### config.mk
export PLATFORM = sky130hd
export DESIGN_NAME = limit_order_book_matcher_top
export DESIGN_NICKNAME = d
export VERILOG_FILES = /design/src/hw/rtl/lob_pkg.sv /design/src/hw/rtl/lob_ctrl.sv /design/src/hw/rtl/lob_dp.sv /design/src/hw/rtl/limit_order_book_matcher_top.sv
export SDC_FILE = /design/constraint.sdc
export NUM_CORES = 2
export LEC_CHECK = 0
export BUFFER_PORTS_ARGS = -buffer_cell sky130_fd_sc_hd__buf_2
export CAP_MARGIN = 0
export CORE_MARGIN = 1
export CORE_UTILIZATION = 50
export DETAILED_ROUTE_END_ITERATION = 10
export PLACE_DENSITY = 0.72
export SLEW_MARGIN = 25
export SYNTH_ARGS = -nofsm -noshare
export SYNTH_HDL_FRONTEND = slang
export SYNTH_MEMORY_MAX_BITS = 65536
export SYNTH_SLANG_ARGS = --single-unit
### constraint.sdc
create_clock -name clk -period 26.4 [get_ports clk]
set_input_delay 1.32 -clock clk [delete_from_list [all_inputs] [get_ports clk]]
set_output_delay 1.32 -clock clk [all_outputs]
set_load 0.005 [all_outputs]
### src/hw/rtl/lob_pkg.sv
`timescale 1ns / 1ps
package lob_pkg;

	localparam int unsigned MAX_ORDERS_DEF = 32;
	localparam int unsigned DW = 32;
	localparam int unsigned TVW = 31;

	typedef enum logic [1:0] {
		REQ_PLACE  = 2'd0,
		REQ_CANCEL = 2'd1,
		REQ_MODIFY = 2'd2,
		REQ_NONE   = 2'd3
	} req_t;

	typedef enum logic [2:0] {
		ST_SUCCESS  = 3'd0,
		ST_PARTIAL  = 3'd1,
		ST_COMPLETE = 3'd2,
		ST_INVALID  = 3'd3,
		ST_DUP      = 3'd4,
		ST_NOTFOUND = 3'd5,
		ST_FULL     = 3'd6
	} stat_t;

	typedef enum logic [1:0] {
		SM_FIND  = 2'd0,
		SM_MATCH = 2'd1,
		SM_FREE  = 2'd2,
		SM_BEST  = 2'd3
	} scan_mode_t;

	// controller -> datapath
	typedef struct packed {
		logic       load;
		logic       scan_start;
		logic       scan_step;
		scan_mode_t mode;
		logic       kill;
		logic       shrink;
		logic       side_from_hit;
		logic       do_trade;
		logic       rest;
		logic       emit_trade;
		logic       emit_status;
		stat_t      stat;
	} cmd_t;

	// datapath -> controller
	typedef struct packed {
		logic scan_last;
		logic hit;
		logic shrink_ok;
		logic req_bad;
		logic fill_done;
		logic partial;
		logic out_free;
	} sts_t;

endpackage

### src/hw/rtl/lob_ctrl.sv
`timescale 1ns / 1ps
module lob_ctrl (
	input  logic             clk,
	input  logic             arst_n,
	input  logic             in_valid,
	output logic             in_ready,
	input  logic [1:0]       req_type,
	input  lob_pkg::sts_t    sts,
	output lob_pkg::cmd_t    cmd
);

	typedef enum logic [3:0] {
		S_IDLE, S_CHECK, S_FIND, S_FDEC, S_MATCH, S_MDEC, S_TRADE,
		S_FREE, S_REST, S_BEST, S_STAT
	} state_t;

	state_t          state_q;
	lob_pkg::req_t   type_q;
	lob_pkg::stat_t  stat_q;
	logic            report_q;

	assign in_ready = (state_q == S_IDLE);

	always_comb begin
		cmd = '0;
		cmd.stat = stat_q;
		cmd.mode = lob_pkg::SM_FIND;
		case (state_q)
			S_IDLE: cmd.load = in_valid;
			S_CHECK: cmd.scan_start = 1'b1;
			S_FIND: begin
				cmd.mode = lob_pkg::SM_FIND;
				cmd.scan_step = 1'b1;
			end
			S_FDEC: begin
				cmd.scan_start = 1'b1;
				if (type_q == lob_pkg::REQ_CANCEL) begin
					cmd.kill = sts.hit;
				end else if (type_q == lob_pkg::REQ_MODIFY && sts.hit) begin
					cmd.shrink = sts.shrink_ok;
					cmd.kill = !sts.shrink_ok;
					cmd.side_from_hit = !sts.shrink_ok;
				end
			end
			S_MATCH: begin
				cmd.mode = lob_pkg::SM_MATCH;
				cmd.scan_step = 1'b1;
			end
			S_MDEC: cmd.scan_start = 1'b1;
			S_TRADE: begin
				if (!report_q || sts.out_free) begin
					cmd.do_trade = 1'b1;
					cmd.emit_trade = report_q;
					cmd.scan_start = 1'b1;
				end
			end
			S_FREE: begin
				cmd.mode = lob_pkg::SM_FREE;
				cmd.scan_step = 1'b1;
			end
			S_REST: begin
				cmd.rest = sts.hit;
				cmd.scan_start = 1'b1;
			end
			S_BEST: begin
				cmd.mode = lob_pkg::SM_BEST;
				cmd.scan_step = 1'b1;
			end
			S_STAT: cmd.emit_status = sts.out_free;
			default: cmd = '0;
		endcase
	end

	always_ff @(posedge clk or negedge arst_n) begin
		if (!arst_n) begin
			state_q  <= S_IDLE;
			type_q   <= lob_pkg::REQ_PLACE;
			stat_q   <= lob_pkg::ST_SUCCESS;
			report_q <= 1'b0;
		end else begin
			case (state_q)
				S_IDLE: begin
					if (in_valid) begin
						type_q   <= lob_pkg::req_t'(req_type);
						report_q <= 1'b1;
						state_q  <= S_CHECK;
					end
				end
				S_CHECK: begin
					if (type_q == lob_pkg::REQ_NONE ||
					    (type_q == lob_pkg::REQ_PLACE && sts.req_bad)) begin
						stat_q  <= lob_pkg::ST_INVALID;
						state_q <= S_BEST;
					end else begin
						state_q <= S_FIND;
					end
				end
				S_FIND: if (sts.scan_last) state_q <= S_FDEC;
				S_FDEC: begin
					state_q <= S_BEST;
					case (type_q)
						lob_pkg::REQ_PLACE: begin
							if (sts.hit) stat_q <= lob_pkg::ST_DUP;
							else state_q <= S_MATCH;
						end
						lob_pkg::REQ_CANCEL: begin
							stat_q <= sts.hit ? lob_pkg::ST_SUCCESS : lob_pkg::ST_NOTFOUND;
						end
						default: begin
							if (!sts.hit) begin
								stat_q <= lob_pkg::ST_NOTFOUND;
							end else if (sts.shrink_ok) begin
								stat_q <= lob_pkg::ST_SUCCESS;
							end else begin
								report_q <= 1'b0;
								if (sts.req_bad) stat_q <= lob_pkg::ST_INVALID;
								else state_q <= S_MATCH;
							end
						end
					endcase
				end
				S_MATCH: if (sts.scan_last) state_q <= S_MDEC;
				S_MDEC: state_q <= sts.hit ? S_TRADE : S_FREE;
				S_TRADE: begin
					if (!report_q || sts.out_free) begin
						if (sts.fill_done) begin
							stat_q  <= lob_pkg::ST_COMPLETE;
							state_q <= S_BEST;
						end else begin
							state_q <= S_MATCH;
						end
					end
				end
				S_FREE: if (sts.scan_last) state_q <= S_REST;
				S_REST: begin
					if (!sts.hit) stat_q <= lob_pkg::ST_FULL;
					else if (sts.partial) stat_q <= lob_pkg::ST_PARTIAL;
					else stat_q <= lob_pkg::ST_SUCCESS;
					state_q <= S_BEST;
				end
				S_BEST: if (sts.scan_last) state_q <= S_STAT;
				S_STAT: if (sts.out_free) state_q <= S_IDLE;
				default: state_q <= S_IDLE;
			endcase
		end
	end

endmodule

### src/hw/rtl/lob_dp.sv
`timescale 1ns / 1ps
module lob_dp #(
	parameter int unsigned MaxOrders = lob_pkg::MAX_ORDERS_DEF
) (
	input  logic                          clk,
	input  logic                          arst_n,
	input  lob_pkg::cmd_t                 cmd,
	output lob_pkg::sts_t                 sts,
	input  logic signed [lob_pkg::DW-1:0] req_id,
	input  logic                          is_buy,
	input  logic signed [lob_pkg::DW-1:0] price,
	input  logic signed [lob_pkg::DW-1:0] volume,
	output logic                          out_valid,
	input  logic                          out_ready,
	output logic                          is_trade,
	output logic [2:0]                    status,
	output logic signed [lob_pkg::DW-1:0] taker_id,
	output logic signed [lob_pkg::DW-1:0] maker_id,
	output logic signed [lob_pkg::DW-1:0] trade_price,
	output logic [lob_pkg::TVW-1:0]       trade_qty,
	output logic                          taker_is_buy,
	output logic signed [lob_pkg::DW-1:0] bid_top,
	output logic signed [lob_pkg::DW-1:0] ask_top,
	output logic                          last
);

	localparam int unsigned IW = (MaxOrders > 1) ? $clog2(MaxOrders) : 1;
	localparam logic [IW-1:0] LAST_IDX = IW'(MaxOrders - 1);

	// order table, one entry read per cycle at the scan index
	logic [MaxOrders-1:0]          ent_valid_q;
	logic signed [lob_pkg::DW-1:0] ent_id_q    [MaxOrders];
	logic                          ent_buy_q   [MaxOrders];
	logic signed [lob_pkg::DW-1:0] ent_price_q [MaxOrders];
	logic signed [lob_pkg::DW-1:0] ent_vol_q   [MaxOrders];
	logic [lob_pkg::DW-1:0]        ent_arr_q   [MaxOrders];
	logic [lob_pkg::DW-1:0]        arr_cnt_q;

	logic signed [lob_pkg::DW-1:0] req_id_q, req_price_q, req_vol_q, rem_q;
	logic                          req_buy_q;

	logic [IW-1:0]                 idx_q;
	logic                          acc_found_q, acc_buy_q;
	logic [IW-1:0]                 acc_idx_q;
	logic signed [lob_pkg::DW-1:0] acc_price_q, acc_id_q, acc_vol_q;
	logic [lob_pkg::DW-1:0]        acc_age_q;
	logic                          bid_found_q, ask_found_q;
	logic signed [lob_pkg::DW-1:0] bid_q, ask_q;

	logic                          e_valid, e_buy, elig, better, take;
	logic signed [lob_pkg::DW-1:0] e_id, e_price, e_vol, tv;
	logic [lob_pkg::DW-1:0]        e_age;

	assign e_valid = ent_valid_q[idx_q];
	assign e_buy   = ent_buy_q[idx_q];
	assign e_id    = ent_id_q[idx_q];
	assign e_price = ent_price_q[idx_q];
	assign e_vol   = ent_vol_q[idx_q];
	assign e_age   = arr_cnt_q - ent_arr_q[idx_q];

	assign tv = (rem_q < acc_vol_q) ? rem_q : acc_vol_q;

	always_comb begin
		elig   = e_valid && (e_buy != req_buy_q) &&
		         (req_buy_q ? (e_price <= req_price_q) : (e_price >= req_price_q));
		better = req_buy_q ? (e_price < acc_price_q) : (e_price > acc_price_q);
		case (cmd.mode)
			lob_pkg::SM_FIND:  take = !acc_found_q && e_valid && (e_id == req_id_q);
			lob_pkg::SM_MATCH: take = elig && (!acc_found_q || better ||
			                   (e_price == acc_price_q && e_age > acc_age_q));
			lob_pkg::SM_FREE:  take = !acc_found_q && !e_valid;
			default:           take = 1'b0;
		endcase
	end

	assign sts.scan_last = (idx_q == LAST_IDX);
	assign sts.hit       = acc_found_q;
	assign sts.shrink_ok = (req_price_q == acc_price_q) && (req_vol_q > 0) &&
	                       (req_vol_q < acc_vol_q);
	assign sts.req_bad   = (req_vol_q <= 0) || (req_price_q <= 0);
	assign sts.fill_done = (rem_q <= acc_vol_q);
	assign sts.partial   = (rem_q != req_vol_q);
	assign sts.out_free  = !out_valid || out_ready;

	// scan index and accumulators
	always_ff @(posedge clk or negedge arst_n) begin
		if (!arst_n) begin
			idx_q       <= '0;
			acc_found_q <= 1'b0;
			bid_found_q <= 1'b0;
			ask_found_q <= 1'b0;
		end else if (cmd.scan_start) begin
			idx_q       <= '0;
			acc_found_q <= 1'b0;
			bid_found_q <= 1'b0;
			ask_found_q <= 1'b0;
		end else if (cmd.scan_step) begin
			if (idx_q != LAST_IDX) idx_q <= idx_q + 1'b1;
			if (take) acc_found_q <= 1'b1;
			if (cmd.mode == lob_pkg::SM_BEST && e_valid) begin
				if (e_buy && (!bid_found_q || e_price > bid_q)) bid_found_q <= 1'b1;
				if (!e_buy && (!ask_found_q || e_price < ask_q)) ask_found_q <= 1'b1;
			end
		end
	end

	always_ff @(posedge clk) begin
		if (cmd.scan_step && take) begin
			acc_idx_q   <= idx_q;
			acc_price_q <= e_price;
			acc_age_q   <= e_age;
			acc_id_q    <= e_id;
			acc_vol_q   <= e_vol;
			acc_buy_q   <= e_buy;
		end
		if (cmd.scan_step && cmd.mode == lob_pkg::SM_BEST && e_valid) begin
			if (e_buy && (!bid_found_q || e_price > bid_q)) bid_q <= e_price;
			if (!e_buy && (!ask_found_q || e_price < ask_q)) ask_q <= e_price;
		end
		if (cmd.load) begin
			req_id_q    <= req_id;
			req_buy_q   <= is_buy;
			req_price_q <= price;
			req_vol_q   <= volume;
			rem_q       <= volume;
		end
		if (cmd.side_from_hit) req_buy_q <= acc_buy_q;
		if (cmd.do_trade) rem_q <= rem_q - tv;
	end

	// table writes
	always_ff @(posedge clk or negedge arst_n) begin
		if (!arst_n) begin
			ent_valid_q <= '0;
			arr_cnt_q   <= '0;
		end else begin
			if (cmd.kill) ent_valid_q[acc_idx_q] <= 1'b0;
			if (cmd.do_trade && tv == acc_vol_q) ent_valid_q[acc_idx_q] <= 1'b0;
			if (cmd.rest) begin
				ent_valid_q[acc_idx_q] <= 1'b1;
				arr_cnt_q <= arr_cnt_q + 1'b1;
			end
		end
	end

	always_ff @(posedge clk) begin
		if (cmd.shrink) ent_vol_q[acc_idx_q] <= req_vol_q;
		if (cmd.do_trade) ent_vol_q[acc_idx_q] <= acc_vol_q - tv;
		if (cmd.rest) begin
			ent_id_q[acc_idx_q]    <= req_id_q;
			ent_buy_q[acc_idx_q]   <= req_buy_q;
			ent_price_q[acc_idx_q] <= req_price_q;
			ent_vol_q[acc_idx_q]   <= rem_q;
			ent_arr_q[acc_idx_q]   <= arr_cnt_q;
		end
	end

	// output register
	always_ff @(posedge clk or negedge arst_n) begin
		if (!arst_n) begin
			out_valid <= 1'b0;
		end else if (cmd.emit_trade || cmd.emit_status) begin
			out_valid <= 1'b1;
		end else if (out_ready) begin
			out_valid <= 1'b0;
		end
	end

	always_ff @(posedge clk) begin
		if (cmd.emit_trade) begin
			is_trade     <= 1'b1;
			status       <= lob_pkg::ST_SUCCESS;
			taker_id     <= req_id_q;
			maker_id     <= acc_id_q;
			trade_price  <= acc_price_q;
			trade_qty    <= tv[lob_pkg::TVW-1:0];
			taker_is_buy <= req_buy_q;
			bid_top      <= '0;
			ask_top      <= '0;
			last         <= 1'b0;
		end else if (cmd.emit_status) begin
			is_trade     <= 1'b0;
			status       <= cmd.stat;
			taker_id     <= req_id_q;
			maker_id     <= '0;
			trade_price  <= '0;
			trade_qty    <= '0;
			taker_is_buy <= 1'b0;
			bid_top      <= bid_found_q ? bid_q : '0;
			ask_top      <= ask_found_q ? ask_q : '0;
			last         <= 1'b1;
		end
	end

endmodule

### src/hw/rtl/limit_order_book_matcher_top.sv
// From acceptance to the status item: a check step, the table scans, then the status register.
// Unknown type or invalid place: the best bid/ask scan only. Cancel, duplicate, not found,
// shrink, invalid modify: a find scan, then the best bid/ask scan. A place or re-place adds
// match scans until filled or no maker is left, then a free-slot scan for leftover volume.
// Throughput: one request at a time, next item taken once the status is registered; a stalled
// output holds the trade and status steps. Reset: arst_n async, active low; empties the book.
`timescale 1ns / 1ps
module limit_order_book_matcher_top #(
	parameter int unsigned MaxOrders = lob_pkg::MAX_ORDERS_DEF
) (
	input  logic                          clk,
	input  logic                          arst_n,
	input  logic                          in_valid,
	output logic                          in_ready,
	input  logic [1:0]                    req_type,
	input  logic signed [lob_pkg::DW-1:0] req_id,
	input  logic                          is_buy,
	input  logic signed [lob_pkg::DW-1:0] price,
	input  logic signed [lob_pkg::DW-1:0] volume,
	output logic                          out_valid,
	input  logic                          out_ready,
	output logic                          is_trade,
	output logic [2:0]                    status,
	output logic signed [lob_pkg::DW-1:0] taker_id,
	output logic signed [lob_pkg::DW-1:0] maker_id,
	output logic signed [lob_pkg::DW-1:0] trade_price,
	output logic [lob_pkg::TVW-1:0]       trade_qty,
	output logic                          taker_is_buy,
	output logic signed [lob_pkg::DW-1:0] bid_top,
	output logic signed [lob_pkg::DW-1:0] ask_top,
	output logic                          last
);

	// Controller sequences table scans (find id, best match, free slot,
	// best bid/ask); datapath holds the book and the output register.
	lob_pkg::cmd_t cmd;
	lob_pkg::sts_t sts;

	lob_ctrl u_ctrl (
		.clk      (clk),
		.arst_n   (arst_n),
		.in_valid (in_valid),
		.in_ready (in_ready),
		.req_type (req_type),
		.sts      (sts),
		.cmd      (cmd)
	);

	lob_dp #(
		.MaxOrders (MaxOrders)
	) u_dp (
		.clk          (clk),
		.arst_n       (arst_n),
		.cmd          (cmd),
		.sts          (sts),
		.req_id       (req_id),
		.is_buy       (is_buy),
		.price        (price),
		.volume       (volume),
		.out_valid    (out_valid),
		.out_ready    (out_ready),
		.is_trade     (is_trade),
		.status       (status),
		.taker_id     (taker_id),
		.maker_id     (maker_id),
		.trade_price  (trade_price),
		.trade_qty    (trade_qty),
		.taker_is_buy (taker_is_buy),
		.bid_top      (bid_top),
		.ask_top      (ask_top),
		.last         (last)
	);

	// a trade item never closes a request
	a_trade_not_last: assert property (@(posedge clk) disable iff (!arst_n)
		out_valid |-> !(is_trade && last))
		else $error("trade item flagged last");

	// trade items carry a zero status
	a_trade_status: assert property (@(posedge clk) disable iff (!arst_n)
		(out_valid && is_trade) |-> (status == lob_pkg::ST_SUCCESS))
		else $error("trade item with nonzero status");

	// in_ready is low in the cycle after an item is accepted
	a_busy_after_accept: assert property (@(posedge clk) disable iff (!arst_n)
		(in_valid && in_ready) |=> !in_ready)
		else $error("ready straight after accept");

endmodule
## After elaboration in Yosys (flattened, before gate mapping)

Memory sizes are Yosys's and may differ from the RTL's. A register that Yosys moved wholly into a read port is not among the register bits.
Index checks and enable logic that the tools add are counted.

| word-level totals | value |
|---|---|
| bits in registers | 575 |
| RAM bits | 4128 |
| input port bits | 103 |
| output and inout bits | 199 |
| word-level logic and storage cells | 264 |
| memories | 5 |

Memory list:

| name | words | bits a word | read ports | clocked after Yosys merged registers in | wr ports | line | text |
|---|---|---|---|---|---|---|---|
| u_dp.ent_arr_q | 32 | 32 | 1 | 0 | 1 | lob_dp.sv:36 | `logic [lob_pkg::DW-1:0] ent_arr_q [MaxOrders];` |
| u_dp.ent_id_q | 32 | 32 | 1 | 0 | 1 | lob_dp.sv:32 | `logic signed [lob_pkg::DW-1:0] ent_id_q [MaxOrders];` |
| u_dp.ent_price_q | 32 | 32 | 1 | 0 | 1 | lob_dp.sv:34 | `logic signed [lob_pkg::DW-1:0] ent_price_q [MaxOrders];` |
| u_dp.ent_vol_q | 32 | 32 | 1 | 1 | 1 | lob_dp.sv:35 | `logic signed [lob_pkg::DW-1:0] ent_vol_q [MaxOrders];` |
| u_dp.ent_buy_q | 32 | 1 | 1 | 0 | 1 | lob_dp.sv:33 | `logic ent_buy_q [MaxOrders];` |

| operators by class | value |
|---|---|
| add/subtract/negate cells | 5 |
| order comparisons | 16 |
| equal/unequal tests | 38 |
| mux-type cells | 97 |
| bitwise operators | 6 |
| reductions and logical operators | 64 |

Operators by type and width:

| cell | number |
|---|---|
| $mux 32 | 15 |
| $eq 32x32->1 | 4 |
| $lt 32x32->1 | 4 |
| $gt 32x32->1 | 3 |
| $sub 32x32->32 | 3 |
| $and 32x32->32 | 2 |
| $le 32x1->1 const B | 2 |
| $le 32x32->1 | 2 |
| $mux 31 | 2 |
| $mux 4 | 13 |
| $pmux 4 s11 | 1 |
| $mux 1 | 41 |
| $mux 3 | 12 |
| $add 32x1->32 const B | 1 |
| $ge 32x32->1 | 1 |
| $gt 32x1->1 const B | 1 |
| $ne 32x32->1 | 1 |
| $not 32->32 | 1 |
| $or 32x32->32 | 1 |
| $pmux 3 s4 | 2 |
| $reduce_bool 2->1 | 11 |
| $logic_and 1x1->1 | 19 |
| $eq 4x3->1 const B | 4 |
| $ne 2x2->1 const B | 8 |
| other kinds (36) | 72 |

## Logic depth before layout (Yosys ltp)

| logic depth | value |
|---|---|
| word-level depth | 12 |
| gate-level depth with buffers | 36 |
| depth with buffers taken out | 27 |

## Cells and area by module

Synthesis repeated with hierarchy kept, for this count alone.

| unflattened totals | value |
|---|---|
| cell total of the unflattened synthesis | 9190 |
| area total of the unflattened synthesis | 189461.7 µm² |

By module, submodules not included:

| module | times used | cells an instance | area an instance (µm²) | sequential area each (µm²) |
|---|---|---|---|---|
| lob_dp | 1 | 9072 | 188425.7 | 140830.1 |
| lob_ctrl | 1 | 118 | 1036.0 | 250.2 |

## Worst setup path before layout

No wires, ideal clock.

| path | value |
|---|---|
| kind | reg-to-reg |
| start point | reg u_dp.idx_q[0] |
| end point | reg u_dp.acc_age_q[0] (netlist name), enable pin |
| library setup time | 519 ps |
| data arrival time | 10328 ps |
| data required time | 25881 ps |
| setup slack | 15554 ps |
| stages on the path, launching flop included | 34 |
| path buffers | 9 |
| period minus slack after synthesis | 10846 ps |
| cell sequence | dfrtp_1 buf_2 buf_6 buf_4 buf_4 buf_6 buf_6 buf_2 buf_2 buf_2 mux4_2 mux4_2 mux2i_1 ha_1 a21oi_1 o211ai_1 nor2_1 nand3_1 a221oi_1 a21oi_1 a2111o_1 a31o_1 a21oi_1 xnor2_1 ha_1 and4_1 nand2_1 nor3_1 a221o_1 a221oi_1 a21oi_1 a2111oi_0 a211oi_1 o31a_1 |

| on the way | value |
|---|---|
| longest elaborated chain between the ends | 8 |
| elaborated cells between the ends (all ways) | 29 |
| classes of those cells | 1 x add/sub; 5 x order compare; 3 x eq/ne; 5 x mux; 11 x reduce/logical; 4 x memory |

Ends and longest elaborated chain:

| what | line | text |
|---|---|---|
| start, declared | lob_dp.sv:42 | `logic [IW-1:0] idx_q;` |
| start signal, assigned | lob_dp.sv:98 | `if (idx_q != LAST_IDX) idx_q <= idx_q + 1'b1;` |
| $mem_v2 32x32 | - |  |
| $sub 32x32->32 | lob_dp.sv:59 | `assign e_age = arr_cnt_q - ent_arr_q[idx_q];` |
| via u_dp.e_age (one bit) | lob_dp.sv:52 | `logic [lob_pkg::DW-1:0] e_age;` |
| $gt 32x32->1 | lob_dp.sv:70 | `(e_price == acc_price_q && e_age > acc_age_q));` |
| $logic_and 1x1->1 | lob_dp.sv:70 |  |
| $logic_or 1x1->1 | lob_dp.sv:69 | `lob_pkg::SM_MATCH: take = elig && (!acc_found_q \|\| better \|\|` |
| $logic_and 1x1->1 | lob_dp.sv:69 |  |
| $pmux 1 s3 | lob_dp.sv:67 | `case (cmd.mode)` |
| $logic_and 1x1->1 | lob_dp.sv:108 | `if (cmd.scan_step && take) begin` |
| end signal, assigned | lob_dp.sv:111 | `acc_age_q <= e_age;` |
| end, declared | lob_dp.sv:46 | `logic [lob_pkg::DW-1:0] acc_age_q;` |

The timed path passes the listed nets, and every way through them passes these cells. The select of a mux whose other input is x is not followed.
A chain may end at the register's enable or synchronous reset.

## Worst setup path in the final report

| path | value |
|---|---|
| start point | reg u_dp.idx_q[1] |
| end point | reg u_dp.acc_idx_q[4], enable pin |

| on the way | value |
|---|---|
| longest elaborated chain between the ends | 8 |
| elaborated cells between the ends (all ways) | 29 |
| classes of those cells | 1 x add/sub; 5 x order compare; 3 x eq/ne; 5 x mux; 11 x reduce/logical; 4 x memory |

Ends and longest elaborated chain:

| what | line | text |
|---|---|---|
| $mem_v2 32x32 | - |  |
| $sub 32x32->32 | lob_dp.sv:59 |  |
| via u_dp.e_age (one bit) | lob_dp.sv:52 |  |
| $gt 32x32->1 | lob_dp.sv:70 |  |
| $logic_and 1x1->1 | lob_dp.sv:70 |  |
| $logic_or 1x1->1 | lob_dp.sv:69 |  |
| $logic_and 1x1->1 | lob_dp.sv:69 |  |
| $pmux 1 s3 | lob_dp.sv:67 |  |
| $logic_and 1x1->1 | lob_dp.sv:108 |  |
| end signal, assigned | lob_dp.sv:109 | `acc_idx_q <= idx_q;` |
| end, declared | lob_dp.sv:44 | `logic [IW-1:0] acc_idx_q;` |

The timed path passes the listed nets, and every way through them passes these cells. The select of a mux whose other input is x is not followed.

==> metrics.txt <==
# TYPE chip_impl_metric gauge
chip_impl_info{name="status",value="completed"} 1
chip_impl_metric{name="yosysWarningCount",unit=""} 0
chip_impl_metric{name="post_synthesis_register_bit_count",unit=""} 4735
chip_impl_metric{name="pre_cts_ws",unit="ns"} 14.94
chip_impl_metric{name="timing.final.max_slew_violations",unit=""} 0
chip_impl_info{name="timing.critical_path.to_type",value="flip-flop"} 1
chip_impl_metric{name="layout-drive-gt1-share",unit=""} 0.258
chip_impl_metric{name="synthesis.area",unit="sq um"} 189000
chip_impl_metric{name="crit_path_max_incr_delay",unit="ns"} 1.01
chip_impl_metric{name="worst_ir_drop_vdd",unit="mV"} 0.0644
chip_impl_metric{name="synthesis.area_per_instance",unit="sq um"} 20.6
chip_impl_metric{name="placementRows",unit=""} 225
chip_impl_metric{name="grt_residual_overflow",unit=""} 0
chip_impl_metric{name="yosysUniqueCellTypes",unit=""} 87
chip_impl_metric{name="cts.repair_timing.setup_buffer_count",unit=""} 0
chip_impl_metric{name="vias_per_cell",unit=""} 6.44
chip_impl_metric{name="worstPathArrival",unit="ns"} 11.56
chip_impl_metric{name="syn_inst",unit=""} 9186
chip_impl_info{name="clock_tree_from_tritoncts",value="built"} 1
chip_impl_metric{name="htree_levels",unit=""} 5
chip_impl_metric{name="buffer_ports.inserted",unit=""} 301
chip_impl_metric{name="clkLatencyLatePin",unit="ns"} 1.01
chip_impl_info{name="regToRegStartpoint",value="u_dp.idx_q[1]$_DFFE_PN0P_"} 1
chip_impl_info{name="cpMaxStageDelayCell",value="sky130_fd_sc_hd__dfrtp_4"} 1
chip_impl_metric{name="clkSlewWorstSetupHoldPaths",unit="ns"} 0.06
chip_impl_metric{name="floorplan.core_area",unit="sq um"} 376000
chip_impl_info{name="critPathKind",value="reg2reg"} 1
chip_impl_metric{name="number_of_buffers_added_by_the_clock_tree_synthesis_step",unit=""} 457
chip_impl_metric{name="post_drt_wl_per_cell",unit="microns"} 32.3
chip_impl_metric{name="utilization",unit=""} 0.568
chip_impl_metric{name="power.switching",unit="W"} 0.00283
chip_impl_metric{name="number_of_antenna_violations_at_the_first_check_in_global_routing",unit=""} 10
chip_impl_metric{name="timing.reg2reg.worst_path_depth",unit=""} 28
chip_impl_metric{name="final_critical_path_setup_slack",unit="ns"} 15.38
chip_impl_metric{name="synthesis.nets",unit=""} 9610
chip_impl_metric{name="setup_viol",unit=""} 0
chip_impl_info{name="ys_top_cells_by_area",value="sky130_fd_sc_hd__edfxtp_1, sky130_fd_sc_hd__mux4_2, sky130_fd_sc_hd__ha_1"} 1
chip_impl_metric{name="netSwitchingFraction",unit=""} 0.194
chip_impl_metric{name="p_clk_frac",unit=""} 0.444
chip_impl_metric{name="maxClockFrequency",unit="MHz"} 90.7
chip_impl_metric{name="max_cap_violations",unit=""} 0
chip_impl_metric{name="p_seq_frac",unit=""} 0.555
chip_impl_metric{name="cts_hold_buf",unit=""} 0
chip_impl_metric{name="critical_path.max_fanout",unit=""} 59
chip_impl_metric{name="grt_start_max_net_pins",unit=""} 148
chip_impl_info{name="grt_setup_unrepaired",value="false"} 1
chip_impl_metric{name="drt-total-wl",unit="microns"} 490000
chip_impl_metric{name="reg2reg_setup_slack",unit="ns"} 15.38
chip_impl_info{name="rr_endpoint",value="u_dp.acc_idx_q[4]$_DFFE_PP_"} 1
chip_impl_metric{name="synthToLayoutAreaGrowth",unit="%"} 12.9
chip_impl_metric{name="grtUsageMet3",unit=""} 0.0384
chip_impl_info{name="synth-main-ff-cell",value="sky130_fd_sc_hd__edfxtp_1"} 1
chip_impl_metric{name="finalHoldViolCount",unit=""} 0
chip_impl_metric{name="number_of_buffer_and_inverter_instances_along_the_worst_setup_path",unit=""} 5
chip_impl_metric{name="groute.layer.met2.usage",unit=""} 0.421
chip_impl_metric{name="synthArstFlopShare",unit=""} 0.0175
chip_impl_metric{name="gr-usage-all-layers",unit=""} 0.254
chip_impl_metric{name="design.portCount",unit=""} 302
chip_impl_metric{name="nets",unit=""} 10300
chip_impl_metric{name="place.gp.congestion",unit=""} 0.890
chip_impl_metric{name="final.setup.tns",unit="ns"} 0
chip_impl_metric{name="starting_density_of_the_core",unit=""} 0.503
chip_impl_metric{name="die_x",unit="microns"} 617
chip_impl_metric{name="grt_first_pass_wirelength",unit="microns"} 697000
chip_impl_info{name="top_usage_layer",value="met2"} 1
chip_impl_metric{name="min_period",unit="ns"} 11.02
chip_impl_metric{name="vias_in_the_first_global_route",unit=""} 98000
chip_impl_metric{name="fin_worst_skew",unit="ns"} 0.160
chip_impl_metric{name="tightest_slew",unit="ns"} 1.16
chip_impl_metric{name="die_height",unit="microns"} 617
chip_impl_info{name="cell_class_contributing_the_biggest_share_of_worst_path_delay",value="compound AO/OA/AOI/OAI gates"} 1
chip_impl_metric{name="route.antenna.remaining_nets",unit=""} 0
chip_impl_metric{name="leakagePower",unit="nW"} 68.9
chip_impl_metric{name="internal-power",unit="W"} 0.0118
chip_impl_metric{name="power_density",unit="nW/um^2"} 68.5
chip_impl_metric{name="cts.sink_count",unit=""} 4735
chip_impl_metric{name="synth_edf_count",unit=""} 4583
chip_impl_info{name="critical-path-top-cell-by-count",value="sky130_fd_sc_hd__buf_4"} 1
chip_impl_metric{name="die_area",unit="sq um"} 381000
chip_impl_metric{name="synth_sequential_area_ratio",unit=""} 0.746
chip_impl_metric{name="detail_route.drc_violations",unit=""} 0
chip_impl_info{name="synth_area_leader_cell",value="sky130_fd_sc_hd__edfxtp_1"} 1
chip_impl_info{name="cts_root_buf",value="sky130_fd_sc_hd__clkbuf_16"} 1
chip_impl_metric{name="ctsLongestPathBuffers",unit=""} 4
chip_impl_metric{name="first_drt_pass_iteration_count",unit=""} 6
chip_impl_info{name="hp-class",value="in2async"} 1
chip_impl_metric{name="post_cts_resize_count",unit=""} 0
chip_impl_metric{name="power.share.combinational",unit=""} 0.001
chip_impl_metric{name="yosys.area.top_type_share",unit=""} 0.728
chip_impl_metric{name="cp.required",unit="ns"} 26.94
chip_impl_metric{name="globalRouteMet1Util",unit=""} 0.347
chip_impl_metric{name="dr.first_iter.drc_count",unit=""} 13000
chip_impl_metric{name="post-route-period-util",unit=""} 0.418
chip_impl_info{name="startpoint_type",value="flip-flop"} 1
chip_impl_metric{name="via_count",unit=""} 97900
chip_impl_metric{name="hpwl",unit="microns"} 253000
chip_impl_metric{name="slew_headroom",unit=""} 0.230
==> layer usage <==
metal,up-vias,routed length [microns]
met4,4,17900
li1,39200,-
met2,5968,242000
met1,51800,184000
met3,996,46800
met5,-,30
==> flip-flops by register name, summed over array words and instances (netlist names), 1024 cells and up <==
name	cells
u_dp.ent_id_q	1024
u_dp.ent_arr_q	1024
u_dp.ent_vol_q	1024
u_dp.ent_price_q	1024
==> area by class of cell <==
class / instances / area, sq um
clock buffers: 573 / 12100
multi-input cells: 3812 / 46100
repair buffers: 583 / 4150
clock inverters: 266 / 2680
fillers: 26900 / 162000
inverters: 239 / 922
flip-flops and latches: 4735 / 141000
well taps: 4994 / 6250
diodes: 6 / 15.0
==> placed cells by master, fill, tap and decap left out, drive strengths merged, types with 84 or more instances in the layout <==
cell type	synthesis	final
buf	173	583
nor2	322	322
clkbuf	227	573
xnor2	131	131
mux4	1237	1237
inv	239	260
a21oi	207	207
edfxtp	4583	4583
ha	318	318
nand2	422	422
xor2	84	84
clkinv	0	189
o21ai	149	149
==> cells by family (layout without fill, tap and decap cells) <==
family / after synthesis / in the layout / synth area share
flip-flops: 4735 / 4735 / 0.746
multiplexers: 1332 / 1332 / 0.152
AND/OR/NAND/NOR: 1156 / 1156 / 0.0282
AO/OA/AOI/OAI: 788 / 788 / 0.0274
buffers and inverters: 639 / 1661 / 0.0143
adder cells (fa/ha/maj): 321 / 321 / 0.0214
XOR/XNOR: 215 / 215 / 0.00996
other: 0 / 6 / 0
==> power groups by stage <==
stage          Clock, W  Sequential, W  Combinational (W)
2_1_floorplan         0        0.00827         0.00000194
3_3_place_gp          0        0.00827          0.0000151
3_5_place_dp          0        0.00827          0.0000155
4_1_cts         0.00654        0.00811          0.0000157
5_1_grt         0.00681        0.00811          0.0000170
6_report        0.00649        0.00811          0.0000155
==> Yosys cell counts (83+ instances only) <==
library cell	n
sky130_fd_sc_hd__nor2_1	322
sky130_fd_sc_hd__xor2_1	84
sky130_fd_sc_hd__inv_1	235
sky130_fd_sc_hd__mux4_2	1237
sky130_fd_sc_hd__xnor2_1	131
sky130_fd_sc_hd__o21ai_0	115
sky130_fd_sc_hd__ha_1	318
sky130_fd_sc_hd__nand2_1	422
sky130_fd_sc_hd__edfxtp_1	4583
sky130_fd_sc_hd__buf_2	109
sky130_fd_sc_hd__a21oi_1	207
sky130_fd_sc_hd__clkbuf_1	226
sky130_fd_sc_hd__dfrtp_1	83
==> worst max path at each step <==
stage	from	endpoint	slack [ns]	cells after the start
global placement	u_dp.idx_q[1]$_DFFE_PN0P_	u_dp.acc_vol_q[8]$_DFFE_PP_	14.63	28
CTS	u_dp.idx_q[1]$_DFFE_PN0P_	u_dp.acc_idx_q[4]$_DFFE_PP_	14.94	28
floorplan	u_dp.idx_q[0]$_DFFE_PN0P_	u_dp.acc_age_q[0]$_DFFE_PP_	15.55	33
global route	u_dp.idx_q[0]$_DFFE_PN0P_	u_dp.acc_idx_q[1]$_DFFE_PP_	14.87	28
detailed placement	u_dp.idx_q[1]$_DFFE_PN0P_	u_dp.acc_vol_q[8]$_DFFE_PP_	14.94	28
finish	u_dp.idx_q[1]$_DFFE_PN0P_	u_dp.acc_idx_q[4]$_DFFE_PP_	15.38	28
==> metrics by stage <==
stage	instances	hold slack (ns)	power, W	cell area (sq um)
after CTS	15200	0.288	0.0147	213000
after global placement	14300	0.430	0.00829	198000
final	15200	0.335	0.0146	213000
after detailed placement	14300	0.456	0.00829	198000
after global routing	15200	0.342	0.0149	213000
after floorplan	9186	0.420	0.00828	189000
Power figures use the tool's default switching activity.
